`src/hw/rtl/etpd_pkg.sv`:
```
package etpd_pkg;

  // Field widths.
  localparam int SAMPLE_W    = 16;
  localparam int AVG_W       = 32;
  localparam int SMOOTH_W    = 17;
  localparam int THRESH_W    = 16;
  localparam int WLEN_W      = 7;
  localparam int CFG_DATA_W  = 17;
  localparam int CFG_INDEX_W = 2;

  // Operand and product widths of the shared multiplier.
  localparam int MUL_A_W = 34;
  localparam int MUL_B_W = 17;
  localparam int PROD_W  = MUL_A_W + MUL_B_W + 1;

  localparam int DEF_MAX_WINDOW = 64;

  // Unity in Q1.16 and in Q5.12.
  localparam logic [SMOOTH_W-1:0] SMOOTH_ONE = 17'd65536;
  localparam logic [MUL_B_W-1:0]  THRESH_ONE = 17'd4096;

  // Configuration register indexes.
  localparam logic [CFG_INDEX_W-1:0] REG_SMOOTHING = 2'd0;
  localparam logic [CFG_INDEX_W-1:0] REG_THRESHOLD = 2'd1;
  localparam logic [CFG_INDEX_W-1:0] REG_WIN_LEN   = 2'd2;

  typedef logic signed [MUL_A_W-1:0] mul_a_t;
  typedef logic        [MUL_B_W-1:0] mul_b_t;
  typedef logic signed [PROD_W-1:0]  prod_t;

endpackage

```
`src/hw/rtl/ema_threshold_peak_detector_unit.sv`:
```
// Threshold-triggered peak detector over an exponential moving average.
//
// Input channel (in_valid, in_stall, in_sample): one signed sample per item.
// Result channel (out_valid, out_stall, out_*): results carry the integer
// part of the average, a peak flag and a last-of-run mark for the item.
// Configuration port (cfg_we, cfg_index, cfg_data): plain register writes.
//
// Each sample runs through one shared multiplier twice, once for the average
// update and once for the threshold product, so the sequencer holds in_stall
// high while it steps through its multiply, add, multiply and compare states
// after an item is taken; a search result is loaded from the compare state.
// When a sample crosses the threshold a window opens and results are held in
// a MAX_WINDOW-entry memory until the window is full; the window is then read
// out one result at a time, each by a registered memory read and then a load
// of the output register, and no item is taken during that read-out.
// A stalled receiver simply holds the output register; the sequencer waits
// in front of it, so nothing is dropped or repeated.
// Reset clears the average, the window state and the registers to their
// defaults; the window memory needs no clearing since it is always written
// before it is read.
module ema_threshold_peak_detector_unit
  import etpd_pkg::*;
#(
  parameter int MAX_WINDOW = DEF_MAX_WINDOW
) (
  input  logic                          clk,
  input  logic                          rst_n,
  input  logic                          in_valid,
  output logic                          in_stall,
  input  logic signed [SAMPLE_W-1:0]    in_sample,
  output logic                          out_valid,
  input  logic                          out_stall,
  output logic                          out_peak_flag,
  output logic signed [SAMPLE_W-1:0]    out_average,
  output logic                          out_last_of_run,
  input  logic                          cfg_we,
  input  logic        [CFG_INDEX_W-1:0] cfg_index,
  input  logic        [CFG_DATA_W-1:0]  cfg_data
);

  // Count width holds MAX_WINDOW itself; the address width only indexes it.
  localparam int CW = $clog2(MAX_WINDOW + 1);
  localparam int AW = (MAX_WINDOW > 1) ? $clog2(MAX_WINDOW) : 1;

  localparam logic [2:0] S_IDLE    = 3'd0;
  localparam logic [2:0] S_MUL1    = 3'd1;
  localparam logic [2:0] S_ADD     = 3'd2;
  localparam logic [2:0] S_MUL2    = 3'd3;
  localparam logic [2:0] S_CMP     = 3'd4;
  localparam logic [2:0] S_EMIT_RD = 3'd5;
  localparam logic [2:0] S_EMIT_LD = 3'd6;

  logic [2:0]                 state_r, state_nxt;
  logic [SMOOTH_W-1:0]        smooth_r, smooth_nxt;
  logic [THRESH_W-1:0]        thresh_r, thresh_nxt;
  logic [WLEN_W-1:0]          wlen_r, wlen_nxt;
  logic signed [SAMPLE_W-1:0] x_r, x_nxt;
  logic signed [AVG_W-1:0]    avg_r, avg_nxt;
  logic                       in_window_r, in_window_nxt;
  logic [CW-1:0]              cnt_r, cnt_nxt;
  logic signed [SAMPLE_W-1:0] peak_max_r, peak_max_nxt;
  logic [AW-1:0]              peak_pos_r, peak_pos_nxt;
  logic [CW-1:0]              emit_idx_r, emit_idx_nxt;
  logic [CW-1:0]              emit_len_r, emit_len_nxt;
  logic                       out_valid_r, out_valid_nxt;
  logic                       out_flag_r, out_flag_nxt;
  logic signed [SAMPLE_W-1:0] out_avg_r, out_avg_nxt;
  logic                       out_last_r, out_last_nxt;
  logic [SAMPLE_W-1:0]        rd_data_r;

  logic [SAMPLE_W-1:0]        win_mem [MAX_WINDOW];
  logic                       mem_we;
  logic [AW-1:0]              mem_waddr;

  mul_a_t                     mul_a;
  mul_b_t                     mul_b;
  prod_t                      prod;
  logic                       mul_en;

  logic [SMOOTH_W-1:0]        smooth_eff;
  logic [CW-1:0]              len_eff;
  logic signed [PROD_W-1:0]   lhs;
  logic                       trigger;
  logic                       out_free;
  logic [CW-1:0]              cnt_upd;
  logic                       start_emit;

  // Out-of-range settings are clamped rather than rejected.
  assign smooth_eff = (smooth_r > SMOOTH_ONE) ? SMOOTH_ONE : smooth_r;

  always_comb begin
    if (wlen_r == '0) begin
      len_eff = CW'(1);
    end else if (wlen_r > WLEN_W'(MAX_WINDOW)) begin
      len_eff = CW'(MAX_WINDOW);
    end else begin
      len_eff = wlen_r[CW-1:0];
    end
  end

  // The first pass multiplies the smoothing weight by the gap between the
  // sample (scaled to Q16.16) and the average; the second pass multiplies
  // the updated average by one plus the threshold factor.
  always_comb begin
    if (state_r == S_MUL1) begin
      mul_a = MUL_A_W'($signed({x_r, 16'b0})) - MUL_A_W'(avg_r);
      mul_b = MUL_B_W'(smooth_eff);
    end else begin
      mul_a = MUL_A_W'(avg_r);
      mul_b = THRESH_ONE + MUL_B_W'(thresh_r);
    end
  end

  assign mul_en = (state_r == S_MUL1) || (state_r == S_MUL2);

  etpd_mul u_mul (
    .clk  (clk),
    .en   (mul_en),
    .op_a (mul_a),
    .op_b (mul_b),
    .prod (prod)
  );

  // The sample scaled by 2^28 set against avg * (1 + factor) in Q16.16 x Q5.12.
  assign lhs     = PROD_W'($signed({x_r, 28'b0}));
  assign trigger = lhs > prod;

  assign out_free = !out_valid_r || !out_stall;
  assign cnt_upd  = cnt_r + CW'(1);

  always_comb begin
    state_nxt     = state_r;
    smooth_nxt    = smooth_r;
    thresh_nxt    = thresh_r;
    wlen_nxt      = wlen_r;
    x_nxt         = x_r;
    avg_nxt       = avg_r;
    in_window_nxt = in_window_r;
    cnt_nxt       = cnt_r;
    peak_max_nxt  = peak_max_r;
    peak_pos_nxt  = peak_pos_r;
    emit_idx_nxt  = emit_idx_r;
    emit_len_nxt  = emit_len_r;
    out_valid_nxt = out_valid_r;
    out_flag_nxt  = out_flag_r;
    out_avg_nxt   = out_avg_r;
    out_last_nxt  = out_last_r;
    mem_we        = 1'b0;
    mem_waddr     = '0;
    start_emit    = 1'b0;

    if (out_valid_r && !out_stall) begin
      out_valid_nxt = 1'b0;
    end

    case (state_r)
      S_IDLE: begin
        if (in_valid) begin
          x_nxt     = in_sample;
          state_nxt = S_MUL1;
        end
      end
      S_MUL1: begin
        state_nxt = S_ADD;
      end
      S_ADD: begin
        // Bits 47:16 of the product are the floor of product / 65536.
        avg_nxt   = avg_r + prod[47:16];
        state_nxt = S_MUL2;
      end
      S_MUL2: begin
        state_nxt = S_CMP;
      end
      S_CMP: begin
        if (!in_window_r) begin
          if (trigger) begin
            mem_we        = 1'b1;
            mem_waddr     = '0;
            in_window_nxt = 1'b1;
            cnt_nxt       = CW'(1);
            peak_max_nxt  = x_r;
            peak_pos_nxt  = '0;
            if (len_eff <= CW'(1)) begin
              start_emit = 1'b1;
            end else begin
              state_nxt = S_IDLE;
            end
          end else if (out_free) begin
            out_valid_nxt = 1'b1;
            out_flag_nxt  = 1'b0;
            out_avg_nxt   = avg_r[31:16];
            out_last_nxt  = 1'b1;
            state_nxt     = S_IDLE;
          end
        end else begin
          if (cnt_r < CW'(MAX_WINDOW)) begin
            mem_we    = 1'b1;
            mem_waddr = cnt_r[AW-1:0];
            // Strictly greater, so the earliest of equal peaks is kept.
            if (x_r > peak_max_r) begin
              peak_max_nxt = x_r;
              peak_pos_nxt = cnt_r[AW-1:0];
            end
            cnt_nxt = cnt_upd;
            if (cnt_upd >= len_eff) begin
              start_emit = 1'b1;
            end else begin
              state_nxt = S_IDLE;
            end
          end else if (cnt_r >= len_eff) begin
            start_emit = 1'b1;
          end else begin
            state_nxt = S_IDLE;
          end
        end
        if (start_emit) begin
          in_window_nxt = 1'b0;
          cnt_nxt       = '0;
          emit_idx_nxt  = '0;
          emit_len_nxt  = len_eff;
          state_nxt     = S_EMIT_RD;
        end
      end
      S_EMIT_RD: begin
        state_nxt = S_EMIT_LD;
      end
      S_EMIT_LD: begin
        if (out_free) begin
          out_valid_nxt = 1'b1;
          out_flag_nxt  = (emit_idx_r == CW'(peak_pos_r));
          out_avg_nxt   = rd_data_r;
          out_last_nxt  = (emit_idx_r == emit_len_r - CW'(1));
          if (emit_idx_r == emit_len_r - CW'(1)) begin
            state_nxt = S_IDLE;
          end else begin
            emit_idx_nxt = emit_idx_r + CW'(1);
            state_nxt    = S_EMIT_RD;
          end
        end
      end
      default: begin
        state_nxt = S_IDLE;
      end
    endcase

    // Writes must arrive only while idle; the block itself does not enforce it.
    // A threshold or length write drops an open window and resumes searching.
    if (cfg_we) begin
      case (cfg_index)
        REG_SMOOTHING: begin
          smooth_nxt = cfg_data;
        end
        REG_THRESHOLD: begin
          thresh_nxt    = cfg_data[THRESH_W-1:0];
          in_window_nxt = 1'b0;
          cnt_nxt       = '0;
        end
        REG_WIN_LEN: begin
          wlen_nxt      = cfg_data[WLEN_W-1:0];
          in_window_nxt = 1'b0;
          cnt_nxt       = '0;
        end
        default: begin
        end
      endcase
    end
  end

  always_ff @(posedge clk) begin
    if (!rst_n) begin
      state_r     <= S_IDLE;
      smooth_r    <= SMOOTH_W'(66);
      thresh_r    <= THRESH_W'(28672);
      wlen_r      <= WLEN_W'(64);
      avg_r       <= '0;
      in_window_r <= 1'b0;
      cnt_r       <= '0;
      peak_pos_r  <= '0;
      emit_idx_r  <= '0;
      emit_len_r  <= CW'(1);
      out_valid_r <= 1'b0;
    end else begin
      state_r     <= state_nxt;
      smooth_r    <= smooth_nxt;
      thresh_r    <= thresh_nxt;
      wlen_r      <= wlen_nxt;
      avg_r       <= avg_nxt;
      in_window_r <= in_window_nxt;
      cnt_r       <= cnt_nxt;
      peak_pos_r  <= peak_pos_nxt;
      emit_idx_r  <= emit_idx_nxt;
      emit_len_r  <= emit_len_nxt;
      out_valid_r <= out_valid_nxt;
    end
  end

  always_ff @(posedge clk) begin
    x_r        <= x_nxt;
    peak_max_r <= peak_max_nxt;
    out_flag_r <= out_flag_nxt;
    out_avg_r  <= out_avg_nxt;
    out_last_r <= out_last_nxt;
  end

  // Window memory: one write port from the compare step, one registered
  // read port for the read-out.
  always_ff @(posedge clk) begin
    if (mem_we) begin
      win_mem[mem_waddr] <= avg_r[31:16];
    end
  end

  always_ff @(posedge clk) begin
    rd_data_r <= win_mem[emit_idx_r[AW-1:0]];
  end

  assign in_stall        = (state_r != S_IDLE);
  assign out_valid       = out_valid_r;
  assign out_peak_flag   = out_flag_r;
  assign out_average     = out_avg_r;
  assign out_last_of_run = out_last_r;

  // An open window seen between items has taken at least one sample and is
  // not yet full.
  a_window_count: assert property (@(posedge clk) disable iff (!rst_n)
    (state_r == S_IDLE && in_window_r) |-> (cnt_r != '0 && cnt_r < len_eff))
    else $error("window count out of range while idle");

  // The read-out starts with the window state already cleared.
  a_emit_clear: assert property (@(posedge clk) disable iff (!rst_n)
    (state_r == S_EMIT_RD) |-> (!in_window_r && cnt_r == '0))
    else $error("window still open during read-out");

  // The read-out index never passes the captured window length.
  a_emit_index: assert property (@(posedge clk) disable iff (!rst_n)
    (state_r == S_EMIT_RD || state_r == S_EMIT_LD) |-> (emit_idx_r < emit_len_r))
    else $error("read-out index beyond window length");

  // A result only appears after the compare step or a read-out load.
  a_out_source: assert property (@(posedge clk) disable iff (!rst_n)
    $rose(out_valid_r) |-> ($past(state_r) == S_CMP || $past(state_r) == S_EMIT_LD))
    else $error("result loaded from an unexpected step");

endmodule

```
`src/hw/rtl/etpd_mul.sv`:
```
module etpd_mul
  import etpd_pkg::*;
(
  input  logic   clk,
  input  logic   en,
  input  mul_a_t op_a,
  input  mul_b_t op_b,
  output prod_t  prod
);

  prod_t prod_r;

  // Signed operand times unsigned operand, registered.
  always_ff @(posedge clk) begin
    if (en) begin
      prod_r <= PROD_W'(op_a) * PROD_W'($signed({1'b0, op_b}));
    end
  end

  assign prod = prod_r;

endmodule

```
`config.mk`:
```
export PLATFORM = sky130hd
export DESIGN_NAME = ema_threshold_peak_detector_unit
export DESIGN_NICKNAME = d
export VERILOG_FILES = /design/src/hw/rtl/etpd_pkg.sv /design/src/hw/rtl/ema_threshold_peak_detector_unit.sv /design/src/hw/rtl/etpd_mul.sv
export SDC_FILE = /design/constraint.sdc
export NUM_CORES = 2
export LEC_CHECK = 0
export ABC_AREA = 1
export BUFFER_PORTS_ARGS = -buffer_cell sky130_fd_sc_hd__buf_2
export CAP_MARGIN = 20
export CORE_ASPECT_RATIO = 0.6
export CORE_MARGIN = 3
export CORE_UTILIZATION = 45
export DETAILED_ROUTE_END_ITERATION = 7
export GPL_TIMING_DRIVEN = 1
export PLACE_DENSITY = 0.56
export SETUP_SLACK_MARGIN = 0.1
export SKIP_LAST_GASP = 1
export SYNTH_ARGS = -nofsm -noshare
export SYNTH_HDL_FRONTEND = slang
export SYNTH_HIERARCHICAL = 1
export SYNTH_SLANG_ARGS = --single-unit
```
`constraint.sdc`:
```
create_clock -name clk -period 10.2 [get_ports clk]
set_input_delay 2.04 -clock clk [delete_from_list [all_inputs] [get_ports clk]]
set_output_delay 2.04 -clock clk [all_outputs]
set_load 0.05 [all_outputs]
```
==> results by group <==
Worst setup path
  • Worst flop-to-flop path endpoint: u_mul/prod[49]
  • Critical path's slowest cell: nor3_1
  • Worst path most repeated cell: nand2_1
  • Reg-to-reg slack, setup: 430 ps
  • Critical Path End Type: register
  • Worst setup startpoint: avg_r[1]
  • Max incr delay on CP: 890 ps
  • Crit Path Category: reg -> reg
  • Crit start category: register
  • FF-to-FF Start: avg_r[1]
  • Reg2reg path depth: 32
  • Worst path required time: 10690 ps
  • CP arrival: 10260 ps
  • Crit-path max FO: 25

Placement
  • Port bufs: 59
  • DP Wirelength: 173000 um
  • RD Place Congestion: 0.997

Flow run
  • Max Cap Viol: 0

Pwr
  • LEAKAGE: 35.4 nW
  • Combinational Power Share: 0.299
  • Maximum VDD drop: 137 uV
  • Pint: 0.00959 W
  • Switch share: 0.352
  • Psw: 0.00522 W
  • Reg power frac: 0.404
  • Cell Pwr Density: 180 nW/um^2
  • Clock network power share: 0.297

Floorplanning
  • Ports: 60
  • Initial Util: 0.457
  • Row Count: 115
  • Die ar.: 173000 um^2
  • Die width: 535 um
  • Die H: 323 um
  • Core box area: 165000 um^2

STA
  • Final Slew Violations: 0
  • Least-Margin Pin Slew: 1140 ps
  • Worst Clk Skew: 44.1 ps
  • Slew headroom: 0.243
  • Achievable Freq: 102 MHz
  • Tcrit/Tclk final: 0.958
  • # setup viols final: 0
  • Crit path time final: 9770 ps
  • RSZ-0062 raised after global routing: no
  • Fin Setup TNS: 0 ps
  • Final Hold Fails: 0

Global route
  • Gr ovfl total: 0
  • Largest net degree at the start of global routing: 195
  • Initial antenna violation count: 16
  • First-pass GRT wire length: 361000 um
  • GR Util All Layers: 0.284
  • Vias in the first global route: 51300

Outcome
  • Status: completed

Clocking
  • CTS Root Cell: clkbuf_16
  • Clock Tree Buf Depth: 3
  • CTS tree: yes
  • CTS Hold Bufs: 0
  • Worst-skew pair later-pin latency: 750 ps
  • Setup bufs post-CTS: 0
  • Post-CTS sizing: 0
  • Clock sink count: 1246
  • Num CTS Buffers: 113
  • Clk slew on worst S/H paths: 70 ps
  • H-tree depth: 3

Layout
  • Fill cell count: 15300
  • Post-layout utilization of the core: 0.498
  • Nets: 8506
  • Share of cells above drive strength 1: 0.0716
  • Area delta synth->final: 8.97%

Routing
  • Avg Vias per Cell: 5.52
  • WL final: 246000 um
  • Via count: 55300
  • Drc violations: 0
  • 1st-iter DRT viols: 7473
  • Final antenna-violating net count: 0
  • Drt wl/cell: 24.6 um
  • Drt pass-1 iters: 6

Synthesis
  • Cell taking the most area after synthesis: edfxtp_1
  • Yosys warns: 6
  • Synth Register Bits: 1246
  • Number of synthesized flops with an enable pin: 1126
  • Synth Instances: 7736
  • Count of cell types in the netlist: 66
  • Top cells by instance count after synthesis: nand2_1, inv_1, edfxtp_1, nor2_1, o21ai_0
  • Synth top area cells: edfxtp_1, fa_1, nand2_1, inv_1, o21ai_0
  • Sequential-to-total area share from yosys stat: 0.480
  • Avg Cell Area, Syn: 9.76 um^2
  • Main synth FF type: edfxtp_1
  • Post-synth net total: 8561
  • Top cell type's share of synthesized area: 0.448
  • Netlist Area Pre-Place: 75500 um^2
  • Most common cell in the netlist: nand2_1
  • Async set-reset flop share out of synthesis: 0

Hold path
  • Hold EP: emit_len_r[6]
  • HP Class: reg -> reg
  • Hold Crit Start: emit_len_r[6]
  • Hold depth: 2
power by group through the flow:
| stage | Combinational (W) | Sequential [W] | Clock (W) |
|---|---|---|---|
| after floorplan | 0.00280 | 0.00609 | 0 |
| after global placement | 0.00430 | 0.00610 | 0 |
| after detailed placement | 0.00434 | 0.00610 | 0 |
| after CTS | 0.00437 | 0.00599 | 0.00445 |
| after global routing | 0.00494 | 0.00599 | 0.00465 |
| final | 0.00443 | 0.00599 | 0.00440 |
per-layer routing:
| metal | wire length, um | global-route usage | vias up |
|---|---|---|---|
| li1 | - | - | 25000 |
| met5 | 73 | 0 | - |
| met2 | 88700 | 0.344 | 2595 |
| met4 | 2480 | 0.0334 | 10 |
| met1 | 125000 | 0.492 | 27500 |
| met3 | 30100 | 0.0804 | 195 |
worst max path at each step:
stage	end	slack, ps
after detailed placement	u_mul/prod[49]	890
after CTS	u_mul/prod[49]	840
final	u_mul/prod[49]	430
after floorplan	u_mul/prod[47]	2290
after global placement	u_mul/prod[43]	940
after global routing	u_mul/prod[49]	200
through the flow:
stage | instance area [um^2] | hold WS [ps] | std cells | setup slack, ps | power (W)
6_report | 82200 | 489 | 10000 | 429 | 0.0148
5_1_grt | 82200 | 518 | 10000 | 198 | 0.0156
4_1_cts | 82200 | 486 | 9997 | 836 | 0.0148
3_5_place_dp | 78400 | 475 | 9784 | 888 | 0.0104
3_3_place_gp | 78400 | 471 | 9783 | 938 | 0.0104
2_1_floorplan | 75500 | 439 | 7736 | 2290 | 0.00889
cell families (layout without fill, tap and decap cells):
family	Yosys count	in the layout	share of synthesized area
AND/OR/NAND/NOR	2665	2665	0.144
buffers and inverters	1722	1765	0.0876
flip-flops	1246	1246	0.480
AO/OA/AOI/OAI	1219	1219	0.0923
adder cells (fa/ha/maj)	785	785	0.185
XOR/XNOR	99	99	0.0115
other	0	4	0
sequential cells by signal (all words and copies together) (netlist names), 3 cells and up:
name and cells:
thresh_r 16, cnt_r 7, peak_pos_r 6, state_r 3
rd_data_r 16, peak_max_r 16, smooth_r 17, u_mul/prod 52
x_r 16, out_average 16, win_mem 1024, avg_r 32
emit_idx_r 7, wlen_r 7, emit_len_r 7
worst max-delay path: cells and delay by family (launching register included):
kind                     cells  cell delay (ps)
AND/OR/NAND/NOR             17             4050
XOR/XNOR                     1              160
buffers and inverters        6              840
adder cells (fa/ha/maj)      8             4100
flip-flops                   1              330
cell type report:
class | instances | area, um^2 | area share
inverters | 1329 | 5000 | 0.0608
well taps | 2223 | 2780 | 0.0338
diodes | 4 | 10.0 | 0.000122
clock buffers | 134 | 2950 | 0.0358
repair buffers | 223 | 1630 | 0.0198
flip-flops and latches | 1246 | 36200 | 0.441
clock inverters | 79 | 777 | 0.00945
multi-input cells | 4768 | 32800 | 0.399
cells in the final DEF (no fill, tap or decap), drive strengths merged, types with 12 or more instances in the layout:
cell       n
xnor2     17
o22ai    169
o211ai    38
a21oi    183
nand4     59
nand2   1474
o21ai    674
xor2      82
edfxtp  1126
a21o      12
dfxtp    120
nor3      24
ha       233
o221ai    95
inv     1334
nand3    215
clkinv    59
clkbuf   135
buf      222
nor4      17
nor2     860
fa       552
a31oi     12
Power figures use the tool's default switching activity.
